===== config.mk =====
export PLATFORM = sky130hd
export DESIGN_NAME = ultrasonic_obstacle_drive_controller_core
export DESIGN_NICKNAME = d
export VERILOG_FILES = /design/src/rtl/core/uodc_pkg.sv /design/src/rtl/core/uodc_serial_div.sv /design/src/rtl/core/ultrasonic_obstacle_drive_controller_core.sv
export VERILOG_INCLUDE_DIRS = /design/src /design/src/rtl/core
export SDC_FILE = /design/constraint.sdc
export NUM_CORES = 1
export LEC_CHECK = 0
export ABC_AREA = 1
export BUFFER_PORTS_ARGS = -buffer_cell sky130_fd_sc_hd__buf_2
export CAP_MARGIN = 20
export CORE_MARGIN = 1.5
export CORE_UTILIZATION = 59
export CTS_BUF_LIST = sky130_fd_sc_hd__clkbuf_8
export DETAILED_ROUTE_END_ITERATION = 12
export HOLD_SLACK_MARGIN = 0.1
export PLACE_DENSITY = 0.87
export SLEW_MARGIN = 20
export SYNTH_ARGS = -nofsm -noshare
export SYNTH_HDL_FRONTEND = slang
export SYNTH_SLANG_ARGS = --single-unit

===== constraint.sdc =====
create_clock -name clk -period 10 [get_ports clk]
set_input_delay 1 -clock clk [delete_from_list [all_inputs] [get_ports clk]]
set_output_delay 1 -clock clk [all_outputs]
set_load 0.03 [all_outputs]

===== src/rtl/core/assert_macros.svh =====
// Assertion macros included by the core top-level RTL file
`ifndef ASSERT_MACROS_SVH
`define ASSERT_MACROS_SVH
// Implication checked on every rising clock edge outside reset
`define CHK_IMPLY(label, clk, rst_n, ante, cons, msg) \
    label: assert property (@(posedge clk) disable iff (!rst_n) (ante) |-> (cons)) \
        else $error(msg);
// Implication whose consequent is checked in the cycle after the antecedent
`define CHK_NEXT(label, clk, rst_n, ante, cons, msg) \
    label: assert property (@(posedge clk) disable iff (!rst_n) (ante) |=> (cons)) \
        else $error(msg);
`endif


===== src/rtl/core/uodc_pkg.sv =====
// Types and constants for the drive controller core
package uodc_pkg;
    localparam int unsigned DutyMax = 99;

    typedef enum logic [2:0] {
        FUNC_ECHO  = 3'd0,
        FUNC_TICK  = 3'd1,
        FUNC_CMD   = 3'd2,
        FUNC_SPEED = 3'd3,
        FUNC_MS    = 3'd4
    } func_code_t;

    typedef enum logic [2:0] {
        CFG_DIVISOR = 3'd0,
        CFG_NEAR    = 3'd1,
        CFG_FAR     = 3'd2,
        CFG_SETTLE  = 3'd3,
        CFG_QUARTER = 3'd4,
        CFG_HALF    = 3'd5,
        CFG_FLOOR   = 3'd6
    } cfg_index_t;

    typedef struct packed {
        logic [2:0]  func;
        logic        echo_level;
        logic [15:0] capture_time;
        logic [7:0]  command_byte;
        logic [11:0] speed_sample;
    } in_item_t;

    typedef struct packed {
        logic [6:0] duty_a;
        logic [6:0] duty_b;
        logic       dir_a;
        logic       dir_b;
        logic       buzzer_on;
        logic [9:0] range_cm;
        logic [1:0] zone;
        logic       cmd_error;
    } out_item_t;

    // Control/status between the sequencer and the serial divider
    typedef struct packed {
        logic        start;
        logic [17:0] dividend;
        logic [15:0] divisor;
    } div_req_t;

    typedef struct packed {
        logic        done;
        logic [17:0] quotient;
    } div_rsp_t;
endpackage


===== src/rtl/core/uodc_serial_div.sv =====
// Bit-serial restoring divider, one quotient bit per cycle
module uodc_serial_div (
    input  logic               clk,
    input  logic               rst_n,
    input  uodc_pkg::div_req_t req,
    output uodc_pkg::div_rsp_t rsp
);
    import uodc_pkg::*;

    logic [17:0] quo_reg, quo_next;
    logic [15:0] rem_reg, rem_next;
    logic [15:0] dvs_reg, dvs_next;
    logic [4:0]  cnt_reg, cnt_next;
    logic        busy_reg, busy_next;
    logic        done_reg, done_next;
    logic [16:0] trial;

    always_comb
    begin
        quo_next  = quo_reg;
        rem_next  = rem_reg;
        dvs_next  = dvs_reg;
        cnt_next  = cnt_reg;
        busy_next = busy_reg;
        done_next = 1'b0;
        trial     = {rem_reg, quo_reg[17]};
        if (req.start)
        begin
            quo_next  = req.dividend;
            rem_next  = '0;
            dvs_next  = req.divisor;
            cnt_next  = 5'd18;
            busy_next = 1'b1;
        end
        else if (busy_reg)
        begin
            if (trial >= {1'b0, dvs_reg})
            begin
                rem_next = 16'(trial - {1'b0, dvs_reg});
                quo_next = {quo_reg[16:0], 1'b1};
            end
            else
            begin
                rem_next = trial[15:0];
                quo_next = {quo_reg[16:0], 1'b0};
            end
            cnt_next = cnt_reg - 5'd1;
            if (cnt_reg == 5'd1)
            begin
                busy_next = 1'b0;
                done_next = 1'b1;
            end
        end
    end

    always_ff @(posedge clk or negedge rst_n)
    begin
        if (!rst_n)
        begin
            cnt_reg  <= '0;
            busy_reg <= 1'b0;
            done_reg <= 1'b0;
        end
        else
        begin
            cnt_reg  <= cnt_next;
            busy_reg <= busy_next;
            done_reg <= done_next;
        end
    end

    always_ff @(posedge clk)
    begin
        quo_reg <= quo_next;
        rem_reg <= rem_next;
        dvs_reg <= dvs_next;
    end

    assign rsp.done     = done_reg;
    assign rsp.quotient = quo_reg;
endmodule


===== src/rtl/core/ultrasonic_obstacle_drive_controller_core.sv =====
// Ultrasonic obstacle drive controller: top level and event sequencer
// Usage:
//  - in_valid/in_ready carry one event (in_item_t); out_valid/out_ready
//    carry exactly one result (out_item_t) per event, in order.
//  - cfg_we/cfg_index/cfg_data write one of the seven setup registers;
//    write only while no event is in flight.
//  - One event at a time. Echo falls and speed samples run one serial
//    divide; automatic-mode caution ticks with a nonempty span run two
//    (one per wheel), each after a product state and a start state.
//    The next event is taken at the earliest in the cycle the result
//    transfers, so events never overlap.
//  - The result waits in an output register; the next event is taken
//    once that register has been handed over or is being taken.
//  - Reset loads register defaults (divisor 90, limits 10/20, waits
//    500/480/970 ms, floor 35), mode stop, top duty 50, drive zero, out_valid low.
//  - A stalled receiver holds the result and blocks new events.
module ultrasonic_obstacle_drive_controller_core (
    input  logic                 clk,
    input  logic                 rst_n,
    input  logic                 in_valid,
    output logic                 in_ready,
    input  uodc_pkg::in_item_t   in_data,
    output logic                 out_valid,
    input  logic                 out_ready,
    output uodc_pkg::out_item_t  out_data,
    input  logic                 cfg_we,
    input  logic [2:0]           cfg_index,
    input  logic [15:0]          cfg_data
);
    import uodc_pkg::*;
    `include "assert_macros.svh"

    typedef enum logic [3:0] {
        S_IDLE, S_DECODE, S_ECHO_DIV, S_SPEED_DIV, S_BRK_A, S_BRK_B,
        S_MUL, S_BRK_WAIT, S_FINISH
    } state_t;

    state_t       state_reg;
    state_t       decode_next;
    in_item_t     item_reg;
    out_item_t    out_reg;
    logic         out_valid_reg;

    logic [9:0]  divisor_cfg_reg, near_cfg_reg, far_cfg_reg;
    logic [15:0] settle_cfg_reg, quarter_cfg_reg, half_cfg_reg;
    logic [6:0]  floor_cfg_reg;

    logic [15:0] echo_start_reg;
    logic [9:0]  range_reg;
    logic [1:0]  zone_reg;
    logic [2:0]  turn_phase_reg, last_turn_reg, drive_mode_reg;
    logic [6:0]  top_duty_reg;
    logic        echo_en_reg;
    logic [15:0] phase_timer_reg;
    logic [1:0]  timer_kind_reg;
    logic [6:0]  duty_a_reg, duty_b_reg;
    logic        dir_a_reg, dir_b_reg, buzzer_reg;
    logic        err_reg;

    // brake computation
    logic        brk_sel_reg;   // 0: wheel a, 1: wheel b
    logic        brk_neg_reg;
    logic [17:0] prod_reg;
    logic [6:0]  brk_a_reg;

    div_req_t div_req;
    div_rsp_t div_rsp;

    uodc_serial_div u_div (
        .clk (clk),
        .rst_n (rst_n),
        .req (div_req),
        .rsp (div_rsp)
    );

    logic [6:0]  peak_a;
    logic [6:0]  peak_sel;
    logic signed [8:0]  pk_minus_fl;
    logic signed [11:0] d_minus_n;
    logic signed [11:0] span;
    logic signed [20:0] prod_s;
    logic [15:0] echo_width;
    logic [9:0]  dist_cm;
    logic signed [18:0] brk_q;
    logic signed [19:0] brk_sum;
    logic [6:0]  brk_clamped;
    logic [6:0]  floor_clamped;
    logic        cmd_ok;
    logic        turn_ovr;
    logic        ph_ok;

    assign peak_a      = top_duty_reg - 7'((15'(top_duty_reg) * 15'd205) >> 11);
    assign peak_sel    = brk_sel_reg ? top_duty_reg : peak_a;
    assign pk_minus_fl = $signed({2'b0, peak_sel}) - $signed({2'b0, floor_cfg_reg});
    assign d_minus_n   = $signed({2'b0, range_reg}) - $signed({2'b0, near_cfg_reg});
    assign span        = $signed({2'b0, far_cfg_reg}) - $signed({2'b0, near_cfg_reg});
    assign prod_s      = 21'(pk_minus_fl) * 21'(d_minus_n);
    assign echo_width  = item_reg.capture_time - echo_start_reg;
    assign dist_cm     = (div_rsp.quotient > 18'd1023) ? 10'd1023
                                                       : div_rsp.quotient[9:0];
    assign brk_q       = brk_neg_reg ? -$signed({1'b0, div_rsp.quotient})
                                     : $signed({1'b0, div_rsp.quotient});
    assign brk_sum     = 20'(brk_q) + $signed({13'b0, floor_cfg_reg});
    assign brk_clamped = brk_sum < 0 ? 7'd0
                       : (brk_sum > 20'sd99 ? 7'(DutyMax) : brk_sum[6:0]);
    assign floor_clamped = (floor_cfg_reg > 7'(DutyMax)) ? 7'(DutyMax) : floor_cfg_reg;
    assign cmd_ok      = item_reg.command_byte inside {[8'h31:8'h36]};

    assign ph_ok    = turn_phase_reg == 3'd2 || turn_phase_reg == 3'd3 ||
                      turn_phase_reg == 3'd4;
    assign turn_ovr = item_reg.func == FUNC_TICK && timer_kind_reg == 2'd2 && ph_ok;

    always_comb
    begin
        decode_next = S_FINISH;
        case (item_reg.func)
            FUNC_ECHO:
                if (echo_en_reg && !item_reg.echo_level)
                    decode_next = S_ECHO_DIV;
            FUNC_SPEED: decode_next = S_SPEED_DIV;
            FUNC_TICK:
                if (drive_mode_reg == 3'd6 && zone_reg == 2'd1 && span > 0)
                    decode_next = S_BRK_A;
            default: ;
        endcase
    end

    always_comb
    begin
        div_req = '0;
        case (state_reg)
            S_DECODE:
            begin
                if (item_reg.func == FUNC_ECHO && echo_en_reg && !item_reg.echo_level)
                begin
                    div_req.start    = 1'b1;
                    div_req.dividend = {2'b0, echo_width};
                    div_req.divisor  = (divisor_cfg_reg == '0) ? 16'd1
                                                               : {6'b0, divisor_cfg_reg};
                end
                else if (item_reg.func == FUNC_SPEED)
                begin
                    div_req.start    = 1'b1;
                    div_req.dividend = 18'(item_reg.speed_sample) * 18'd49;
                    div_req.divisor  = 16'd4095;
                end
            end
            S_MUL:
            begin
                div_req.start    = 1'b1;
                div_req.dividend = prod_reg;
                div_req.divisor  = {4'b0, span[11:0]};
            end
            default: ;
        endcase
    end

    function automatic logic [6:0] turn_duty(input logic [2:0] ph, input logic a);
        logic [6:0] r;
        r = '0;
        if (ph == 3'd2) r = a ? 7'd0 : 7'(DutyMax);
        else r = a ? 7'(DutyMax) : 7'd0;
        return r;
    endfunction

    assign in_ready = (state_reg == S_IDLE) && (!out_valid_reg || out_ready);

    always_ff @(posedge clk or negedge rst_n)
    begin
        if (!rst_n)
        begin
            state_reg       <= S_IDLE;
            out_valid_reg   <= 1'b0;
            divisor_cfg_reg <= 10'd90;
            near_cfg_reg    <= 10'd10;
            far_cfg_reg     <= 10'd20;
            settle_cfg_reg  <= 16'd500;
            quarter_cfg_reg <= 16'd480;
            half_cfg_reg    <= 16'd970;
            floor_cfg_reg   <= 7'd35;
            echo_start_reg  <= '0;
            range_reg       <= '0;
            zone_reg        <= '0;
            turn_phase_reg  <= 3'd1;
            last_turn_reg   <= '0;
            drive_mode_reg  <= 3'd1;
            top_duty_reg    <= 7'd50;
            echo_en_reg     <= 1'b1;
            phase_timer_reg <= '0;
            timer_kind_reg  <= '0;
            duty_a_reg      <= '0;
            duty_b_reg      <= '0;
            dir_a_reg       <= 1'b0;
            dir_b_reg       <= 1'b0;
            buzzer_reg      <= 1'b0;
            err_reg         <= 1'b0;
            brk_sel_reg     <= 1'b0;
            brk_neg_reg     <= 1'b0;
            prod_reg        <= '0;
            brk_a_reg       <= '0;
        end
        else
        begin
            if (cfg_we)
            begin
                case (cfg_index)
                    CFG_DIVISOR: divisor_cfg_reg <= cfg_data[9:0];
                    CFG_NEAR:    near_cfg_reg    <= cfg_data[9:0];
                    CFG_FAR:     far_cfg_reg     <= cfg_data[9:0];
                    CFG_SETTLE:  settle_cfg_reg  <= cfg_data;
                    CFG_QUARTER: quarter_cfg_reg <= cfg_data;
                    CFG_HALF:    half_cfg_reg    <= cfg_data;
                    CFG_FLOOR:   floor_cfg_reg   <= cfg_data[6:0];
                    default: ;
                endcase
            end
            if (state_reg == S_FINISH && (!out_valid_reg || out_ready))
                out_valid_reg <= 1'b1;
            else if (out_valid_reg && out_ready)
                out_valid_reg <= 1'b0;
            case (state_reg)
                S_IDLE:
                begin
                    if (in_valid && in_ready)
                        state_reg <= S_DECODE;
                end
                S_DECODE:
                begin
                    err_reg   <= item_reg.func == FUNC_CMD && !cmd_ok;
                    state_reg <= decode_next;
                    case (item_reg.func)
                        FUNC_ECHO:
                        begin
                            if (echo_en_reg && item_reg.echo_level)
                                echo_start_reg <= item_reg.capture_time;
                        end
                        FUNC_TICK:
                        begin
                            case (drive_mode_reg)
                                3'd1:
                                begin
                                    {duty_a_reg, duty_b_reg} <= '0;
                                    {dir_a_reg, dir_b_reg} <= 2'b00;
                                end
                                3'd2:
                                begin
                                    duty_a_reg <= peak_a;
                                    duty_b_reg <= top_duty_reg;
                                    {dir_a_reg, dir_b_reg} <= 2'b00;
                                end
                                3'd3:
                                begin
                                    duty_a_reg <= 7'(DutyMax) - peak_a;
                                    duty_b_reg <= 7'(DutyMax) - top_duty_reg;
                                    {dir_a_reg, dir_b_reg} <= 2'b11;
                                end
                                3'd4:
                                begin
                                    duty_a_reg <= '0;
                                    duty_b_reg <= 7'(DutyMax);
                                    {dir_a_reg, dir_b_reg} <= 2'b10;
                                end
                                3'd5:
                                begin
                                    duty_a_reg <= 7'(DutyMax);
                                    duty_b_reg <= '0;
                                    {dir_a_reg, dir_b_reg} <= 2'b01;
                                end
                                3'd6:
                                begin
                                    if (zone_reg == 2'd0)
                                    begin
                                        buzzer_reg <= 1'b1;
                                        {duty_a_reg, duty_b_reg} <= '0;
                                        {dir_a_reg, dir_b_reg} <= 2'b00;
                                        if (turn_phase_reg == 3'd0)
                                        begin
                                            echo_en_reg     <= 1'b0;
                                            timer_kind_reg  <= 2'd1;
                                            phase_timer_reg <= settle_cfg_reg;
                                            turn_phase_reg  <= 3'd1;
                                        end
                                    end
                                    else if (zone_reg == 2'd1)
                                    begin
                                        buzzer_reg <= ~buzzer_reg;
                                        {dir_a_reg, dir_b_reg} <= 2'b00;
                                        if (span <= 0)
                                        begin
                                            duty_a_reg <= floor_clamped;
                                            duty_b_reg <= floor_clamped;
                                        end
                                        else
                                            brk_sel_reg <= 1'b0;
                                    end
                                    else
                                    begin
                                        buzzer_reg <= 1'b0;
                                        duty_a_reg <= peak_a;
                                        duty_b_reg <= top_duty_reg;
                                        {dir_a_reg, dir_b_reg} <= 2'b00;
                                    end
                                end
                                default: ;
                            endcase
                        end
                        FUNC_CMD:
                        begin
                            if (cmd_ok)
                                drive_mode_reg <= 3'(item_reg.command_byte - 8'h30);
                        end
                        FUNC_MS:
                        begin
                            if (timer_kind_reg != 2'd0)
                            begin
                                if (phase_timer_reg > 16'd1)
                                    phase_timer_reg <= phase_timer_reg - 16'd1;
                                else if (timer_kind_reg == 2'd1)
                                begin
                                    if (last_turn_reg == 3'd4)
                                    begin
                                        turn_phase_reg <= 3'd2;
                                        last_turn_reg  <= 3'd2;
                                        timer_kind_reg <= 2'd2;
                                        phase_timer_reg <= quarter_cfg_reg;
                                        duty_a_reg <= 7'd0;
                                        duty_b_reg <= 7'(DutyMax);
                                        {dir_a_reg, dir_b_reg} <= 2'b10;
                                    end
                                    else if (last_turn_reg == 3'd2 ||
                                             last_turn_reg == 3'd3)
                                    begin
                                        turn_phase_reg <= last_turn_reg + 3'd1;
                                        last_turn_reg  <= last_turn_reg + 3'd1;
                                        timer_kind_reg <= 2'd2;
                                        phase_timer_reg <= (last_turn_reg == 3'd2)
                                            ? half_cfg_reg : quarter_cfg_reg;
                                        duty_a_reg <= 7'(DutyMax);
                                        duty_b_reg <= 7'd0;
                                        {dir_a_reg, dir_b_reg} <= 2'b01;
                                    end
                                    else
                                    begin
                                        phase_timer_reg <= '0;
                                        last_turn_reg  <= turn_phase_reg;
                                        timer_kind_reg <= 2'd0;
                                    end
                                end
                                else
                                begin
                                    phase_timer_reg <= '0;
                                    timer_kind_reg <= 2'd0;
                                    echo_en_reg    <= 1'b1;
                                    if (turn_phase_reg != 3'd4)
                                        zone_reg <= 2'd0;
                                    turn_phase_reg <= 3'd1;
                                end
                            end
                        end
                        default: ;
                    endcase
                end
                S_ECHO_DIV:
                begin
                    if (div_rsp.done)
                    begin
                        range_reg <= dist_cm;
                        // zone: clear above far, caution from near up to far, near below near
                        if (dist_cm > far_cfg_reg)
                            zone_reg <= 2'd2;
                        else if (dist_cm >= near_cfg_reg)
                            zone_reg <= 2'd1;
                        else
                            zone_reg <= 2'd0;
                        if (dist_cm < near_cfg_reg)
                            turn_phase_reg <= 3'd0;
                        if (dist_cm >= near_cfg_reg && dist_cm <= far_cfg_reg)
                            last_turn_reg <= 3'd4;
                        state_reg <= S_FINISH;
                    end
                end
                S_SPEED_DIV:
                begin
                    if (div_rsp.done)
                    begin
                        top_duty_reg <= 7'(div_rsp.quotient) + 7'd50;
                        state_reg    <= S_FINISH;
                    end
                end
                S_BRK_A, S_BRK_B:
                begin
                    prod_reg    <= 18'(prod_s < 0 ? -prod_s : prod_s);
                    brk_neg_reg <= prod_s < 0;
                    state_reg   <= S_MUL;
                end
                S_MUL:
                begin
                    state_reg <= S_BRK_WAIT;
                end
                S_BRK_WAIT:
                begin
                    if (div_rsp.done)
                    begin
                        if (!brk_sel_reg)
                        begin
                            brk_a_reg   <= brk_clamped;
                            brk_sel_reg <= 1'b1;
                            state_reg   <= S_BRK_B;
                        end
                        else
                        begin
                            duty_a_reg <= brk_a_reg;
                            duty_b_reg <= brk_clamped;
                            state_reg  <= S_FINISH;
                        end
                    end
                end
                S_FINISH:
                begin
                    if (!out_valid_reg || out_ready)
                    begin
                        state_reg <= S_IDLE;
                        // a running turn overrides the drive on control ticks
                        if (turn_ovr)
                        begin
                            duty_a_reg <= turn_duty(turn_phase_reg, 1'b1);
                            duty_b_reg <= turn_duty(turn_phase_reg, 1'b0);
                            dir_a_reg  <= turn_phase_reg == 3'd2;
                            dir_b_reg  <= turn_phase_reg != 3'd2;
                        end
                    end
                end
                default: state_reg <= S_IDLE;
            endcase
        end
    end

    always_ff @(posedge clk)
    begin
        if (in_valid && in_ready)
            item_reg <= in_data;
    end

    // output register, with turn override on control ticks
    always_ff @(posedge clk)
    begin
        if (state_reg == S_FINISH && (!out_valid_reg || out_ready))
        begin
            out_reg.duty_a    <= turn_ovr ? turn_duty(turn_phase_reg, 1'b1) : duty_a_reg;
            out_reg.duty_b    <= turn_ovr ? turn_duty(turn_phase_reg, 1'b0) : duty_b_reg;
            out_reg.dir_a     <= turn_ovr ? (turn_phase_reg == 3'd2) : dir_a_reg;
            out_reg.dir_b     <= turn_ovr ? (turn_phase_reg != 3'd2) : dir_b_reg;
            out_reg.buzzer_on <= buzzer_reg;
            out_reg.range_cm  <= range_reg;
            out_reg.zone      <= zone_reg;
            out_reg.cmd_error <= err_reg;
        end
    end

    assign out_valid = out_valid_reg;
    assign out_data  = out_reg;

    `CHK_IMPLY(a_ready_idle, clk, rst_n, in_ready, state_reg == S_IDLE, "ready outside idle")
    `CHK_NEXT(a_accept_decode, clk, rst_n, in_valid && in_ready, state_reg == S_DECODE, "accepted transfer not decoded")
    `CHK_IMPLY(a_top_range, clk, rst_n, 1'b1, top_duty_reg >= 7'd50 && top_duty_reg <= 7'd99, "top duty out of range")
endmodule


==> flow_summary.ini, run 1 <==
[status]
run_status = finished, final reports clean

[cells_and_area]
syn_to_final_growth_pct = 12.8
largest_reg_flops = 40
drive_gt1_frac = 0.148
finalNetCount = 3599
design_area_mm2 = 0.0277
final_cells = 3801
diodes = 0
fin_util = 0.677

[yosys]
ys_types = 67
synthAdderAreaFrac = 0.189
ys_async_sr_fraction = 0.641
syn-num-nets = 3443
netlist_top_cells_count = nand2_1, inv_1, nor2_1, o21ai_0, ha_1
netlist.area_leader.share = 0.175
synthMuxAreaShare = 0.00372
synth_area_leaders = dfrtp_1, edfxtp_1, ha_1, nand2_1, fa_1
synth_cells = 3066
netlist_area_mm2 = 0.0246
synth_top_family_by_area = simple AND/OR/NAND/NOR gates
synth_compound_area_frac = 0.127
synth-simple-area-share = 0.212
ys_seq_area_frac = 0.345
synth_seq_cells = 320
synth_edf_count = 99
synth_top_area_cell = dfrtp_1
synth_xor_area_frac = 0.0371
syn_avg_cell_area_um2 = 8.01
yosys_warnings = 0
synth_ff_type = dfrtp_1
synth_most_common_cell = nand2_1

[cts]
cts_buffers = 55
clockBufferDepth = 3
ctsHoldBuffers = 0
clk_root_buffer_cell = clkbuf_8
clk_pin_slew_ns = 0.07
cts_sinks = 320
cts_max_level = 2
insertion_delay_ns = 0.66
tritoncts = built

[place]
gp_congestion = 0.971
dp_hpwl_mm = 48.0
dp_cells = 3674
portBuffers = 95
placed_area_mm2 = 0.0258

[setup_path]
critPathLaunchType = flop
critPathRequiredTime_ns = 10.49
crit_type = flop to flop
path_delay_family = adder cells
arrival_ns = 10.39
end_kind = flop
cp_slowest_cell = fa_2
crit_path_frequent_cell = nand2_1
ff2ff_setup_slack_ns = 0.10
cp.buffers_inverters = 5
crit_path_max_incr_delay_ns = 0.53
crit_start = top_duty_reg[6]$_DFFE_PN0P_
crit_path_max_fanout = 7
worstReg2RegStart = top_duty_reg[6]$_DFFE_PN0P_

[timing]
clock_skew_ns = 0.0456
hold_viol_final = 0
finalSetupViolations = 0
drv_slew = 0
max_freq_mhz = 101
relSlewSlack = 0.307
min_period_ns = 9.90
period_share = 0.990
tightest_slew_ns = 1.04

[route]
via_per_inst = 5.75
vias = 21800
drt-total-wl_mm = 65.8
wl_per_cell_um = 17.3
drt_iter0_drc = 2095
ant_nets = 0
dr.pass1.iters = 6
route.detailed.drc = 0

[floorplanning]
die_w_um = 207
core_area_mm2 = 0.0409
ioPinCount = 96
die_area_mm2 = 0.0429
start_util = 0.600
fp.dieH_um = 207
rows = 74

[grt]
grt_start_max_net_pins = 85
grt_pass1_vias = 21200
grtUsageTotal = 0.299
grt_overflow = 0
grt_pass1_wl_mm = 105
antenna_found_initial = 1

[min_path]
min_path_type = input port to async pin

[run]
maxCapViolations = 0
path summary, 6_finish.rpt:
| kind | cells after the start | end |
|---|---|---|
| min in group clk | 2 | u_div.rem_reg[9]$_SDFFE_PP0P_ |
| max | 47 | prod_reg[12]$_DFFE_PN0P_ |
| min | 1 | brk_a_reg[2]$_DFFE_PN0P_ |
| max in group asynchronous | 2 | echo_start_reg[12]$_DFFE_PN0P_ |
| min reg2reg | 2 | u_div.rem_reg[9]$_SDFFE_PP0P_ |
| max reg2reg | 47 | prod_reg[12]$_DFFE_PN0P_ |
kinds of logic (layout without fill, tap and decap cells):
family,Yosys count,count (layout)
multiplexers,9,9
XOR/XNOR,104,104
AO/OA/AOI/OAI,557,557
AND/OR/NAND/NOR,1206,1206
adder cells (fa/ha/maj),313,313
flip-flops,320,320
buffers and inverters,557,760
final cells by class:
cell class / instances / area, um^2
clock buffers: 67 / 922
fillers: 3191 / 13200
clock inverters: 37 / 270
multi-input cells: 2189 / 14500
inverters: 494 / 1860
repair buffers: 162 / 1000
flip-flops and latches: 320 / 8460
well taps: 532 / 666
routing by layer:
layer / global-route usage / part of all wire
met1: 0.395 / 0.41
met2: 0.485 / 0.47
met3: 0.0487 / 0.081
met4: 0.135 / 0.047
met5: 0 / 0
worst reg2reg max path: cells and delay by family, from the launching register on:
kind,cells,cell delay (ns)
adder cells (fa/ha/maj),12,4.74
AND/OR/NAND/NOR,18,1.86
AO/OA/AOI/OAI,8,1.12
XOR/XNOR,4,1.07
flip-flops,1,0.51
buffers and inverters,5,0.41
placed cells by master (no fill, tap or decap), types with 11 or more instances in the layout:
master / count
nand2_1: 645
inv_1: 464
nor2_1: 261
o21ai_0: 257
ha_1: 199
dfrtp_1: 172
a21oi_1: 151
nand3_1: 132
edfxtp_1: 99
buf_2: 95
fa_1: 89
clkbuf_8: 68
buf_4: 62
xor2_1: 58
inv_2: 40
xnor2_1: 36
dfstp_2: 33
nand2_2: 25
nor2_2: 24
o21ai_1: 21
nand4_1: 21
o211ai_1: 20
nor3_1: 18
ha_4: 16
dfxtp_1: 16
o221ai_1: 14
nand2_4: 14
or2_2: 12
nor2_4: 11
per-stage QoR:
step	TNS [ns]	setup WS (ns)	hold WS, ns
6_report	0	0.101	0.333
5_1_grt	-1.98	-0.216	0.371
2_1_floorplan	0	0.128	0.423
3_3_place_gp	0	0.118	0.447
4_1_cts	0	0.00971	0.357
3_5_place_dp	-0.268	-0.121	0.448
what timing repair did:
| item | 4_1_cts | 5_1_grt |
|---|---|---|
| pin swaps | 6 | 86 |
| gates cloned | 0 | 1 |
| hold endpoints to repair | 0 | 0 |
| resized for setup | 10 | 114 |
| endpoints found under the setup margin | 15 | 18 |
| buffers inserted | 5 | 17 |
Power of run 1 is not shown: default switching activity piles up to over one toggle a cycle in this logic, so the estimate is an artifact.
==> inputs of run 2 (changes only) <==
PLACE_DENSITY = 0.8   (was 0.87)
==> flow_summary.ini, run 2 (same netlist as run 1, synthesis figures left out) <==
[setup_path]
critPathRequiredTime_ns = 10.52
cp_slowest_cell = fa_2
crit_path_max_fanout = 4
critPathLaunchType = flop
crit_type = flop to flop
crit_path_max_incr_delay_ns = 0.63
cp.buffers_inverters = 11
arrival_ns = 10.34
path_delay_family = adder cells
crit_path_frequent_cell = nand2_1
end_kind = flop

[timing]
hold_viol_final = 0
grt_setup_unrepaired = yes
clock_skew_ns = 0.0561
max_freq_mhz = 102
tightest_slew_ns = 1.03
finalSetupViolations = 0
min_period_ns = 9.81
drv_slew = 0
period_share = 0.981
relSlewSlack = 0.312

[grt]
grt_pass1_wl_mm = 108
grt_start_max_net_pins = 95
grt_overflow = 0
antenna_found_initial = 0
grtUsageTotal = 0.309
grt_pass1_vias = 21400

[place]
portBuffers = 95
dp_hpwl_mm = 51.8
placed_area_mm2 = 0.0259
gp_congestion = 1.00

[cells_and_area]
diodes = 0
finalNetCount = 3617
largest_reg_flops = 40
final_common_cell = nand2_1
drive_gt1_frac = 0.156
final_cell_mix = nand2_1, inv_1, nor2_1, o21ai_0, ha_1
design_area_mm2 = 0.0278
syn_to_final_growth_pct = 13.1

[route]
wl_per_cell_um = 17.8
drt-total-wl_mm = 67.9
ant_nets = 0
drt_iter0_drc = 1812
dr.pass1.iters = 8
route.detailed.drc = 0
via_per_inst = 5.73
vias = 21900

[floorplanning]
core_area_mm2 = 0.0409
start_util = 0.600
ioPinCount = 96
die_w_um = 207
rows = 74
fp.dieH_um = 207
die_area_mm2 = 0.0429

[cts]
cts_max_level = 2
insertion_delay_ns = 0.69
clockBufferDepth = 3
clk_root_buffer_cell = clkbuf_8
clk_pin_slew_ns = 0.06
cts_buffers = 54
cts_sinks = 320
tritoncts = built
ctsHoldBuffers = 0

[status]
run_status = finished, final reports clean

[run]
maxCapViolations = 0

[min_path]
min_path_type = input port to async pin
## run 2: layer usage
metal / GRT usage / routed length (um) / part of all wire / up-vias
li1: - / - / - / 10300
met1: 0.412 / 28800 / 0.42 / 10600
met2: 0.520 / 33000 / 0.49 / 804
met3: 0.0411 / 4270 / 0.063 / 147
met4: 0.107 / 1890 / 0.028 / 0
met5: 0 / 0 / 0 / -
## run 2: repair_timing
item | CTS | global route
setup buffers | 8 | 20
gates resized for setup | 20 | 126
endpoints found under the hold margin | 0 | 0
endpoints found under the setup margin | 17 | 18
pin swaps | 15 | 97
## run 2: path summary, 6_finish.rpt
check                           cells past startpoint                        start  slack (ns)                      endpoint
worst max-delay path                               54  top_duty_reg[4]$_DFFE_PN1P_        0.19      prod_reg[16]$_DFFE_PN0P_
worst min-delay path                                1                        rst_n        0.40  half_cfg_reg[12]$_DFFE_PN0P_
worst max register to register                     54  top_duty_reg[4]$_DFFE_PN1P_        0.19      prod_reg[16]$_DFFE_PN0P_
worst min register to register                      0          err_reg$_DFFE_PN0P_        0.46         out_data[0]$_DFFE_PP_
max in group asynchronous                           2                        rst_n        8.15      prod_reg[15]$_DFFE_PN0P_
min in group clk                                    0          err_reg$_DFFE_PN0P_        0.46         out_data[0]$_DFFE_PP_
## run 2: per-stage QoR
stage	hold WS, ns	std cells	TNS [ns]	util	setup slack [ns]
after global placement	0.450	3687	0	0.633	0.0646
after detailed placement	0.451	3687	-1.37	0.633	-0.213
final	0.405	3818	0	0.679	0.185
after CTS	0.409	3797	0	0.662	0.00851
after global routing	0.455	3818	-3.39	0.679	-0.307
after floorplan	0.423	3066	0	-	0.128
## run 2: worst reg2reg max path, delay by kind of cell (launching register included)
| family | cells | cell delay, ns |
|---|---|---|
| and+or+nand+nor | 20 | 1.72 |
| buffers and inverters | 11 | 0.94 |
| xor gates and xnor gates | 2 | 0.44 |
| DFF | 1 | 0.59 |
| AOI/OAI and AO/OA | 9 | 1.32 |
| adders and majority gates | 12 | 4.68 |
## run 2: cell type report
class / instances / area [um^2]
multi-input cells: 2189 / 14600
fillers: 3329 / 13100
flip-flops and latches: 320 / 8460
inverters: 494 / 1860
repair buffers: 181 / 1160
clock buffers: 60 / 826
well taps: 532 / 666
clock inverters: 42 / 230
Power of run 2 is left out for the same reason.
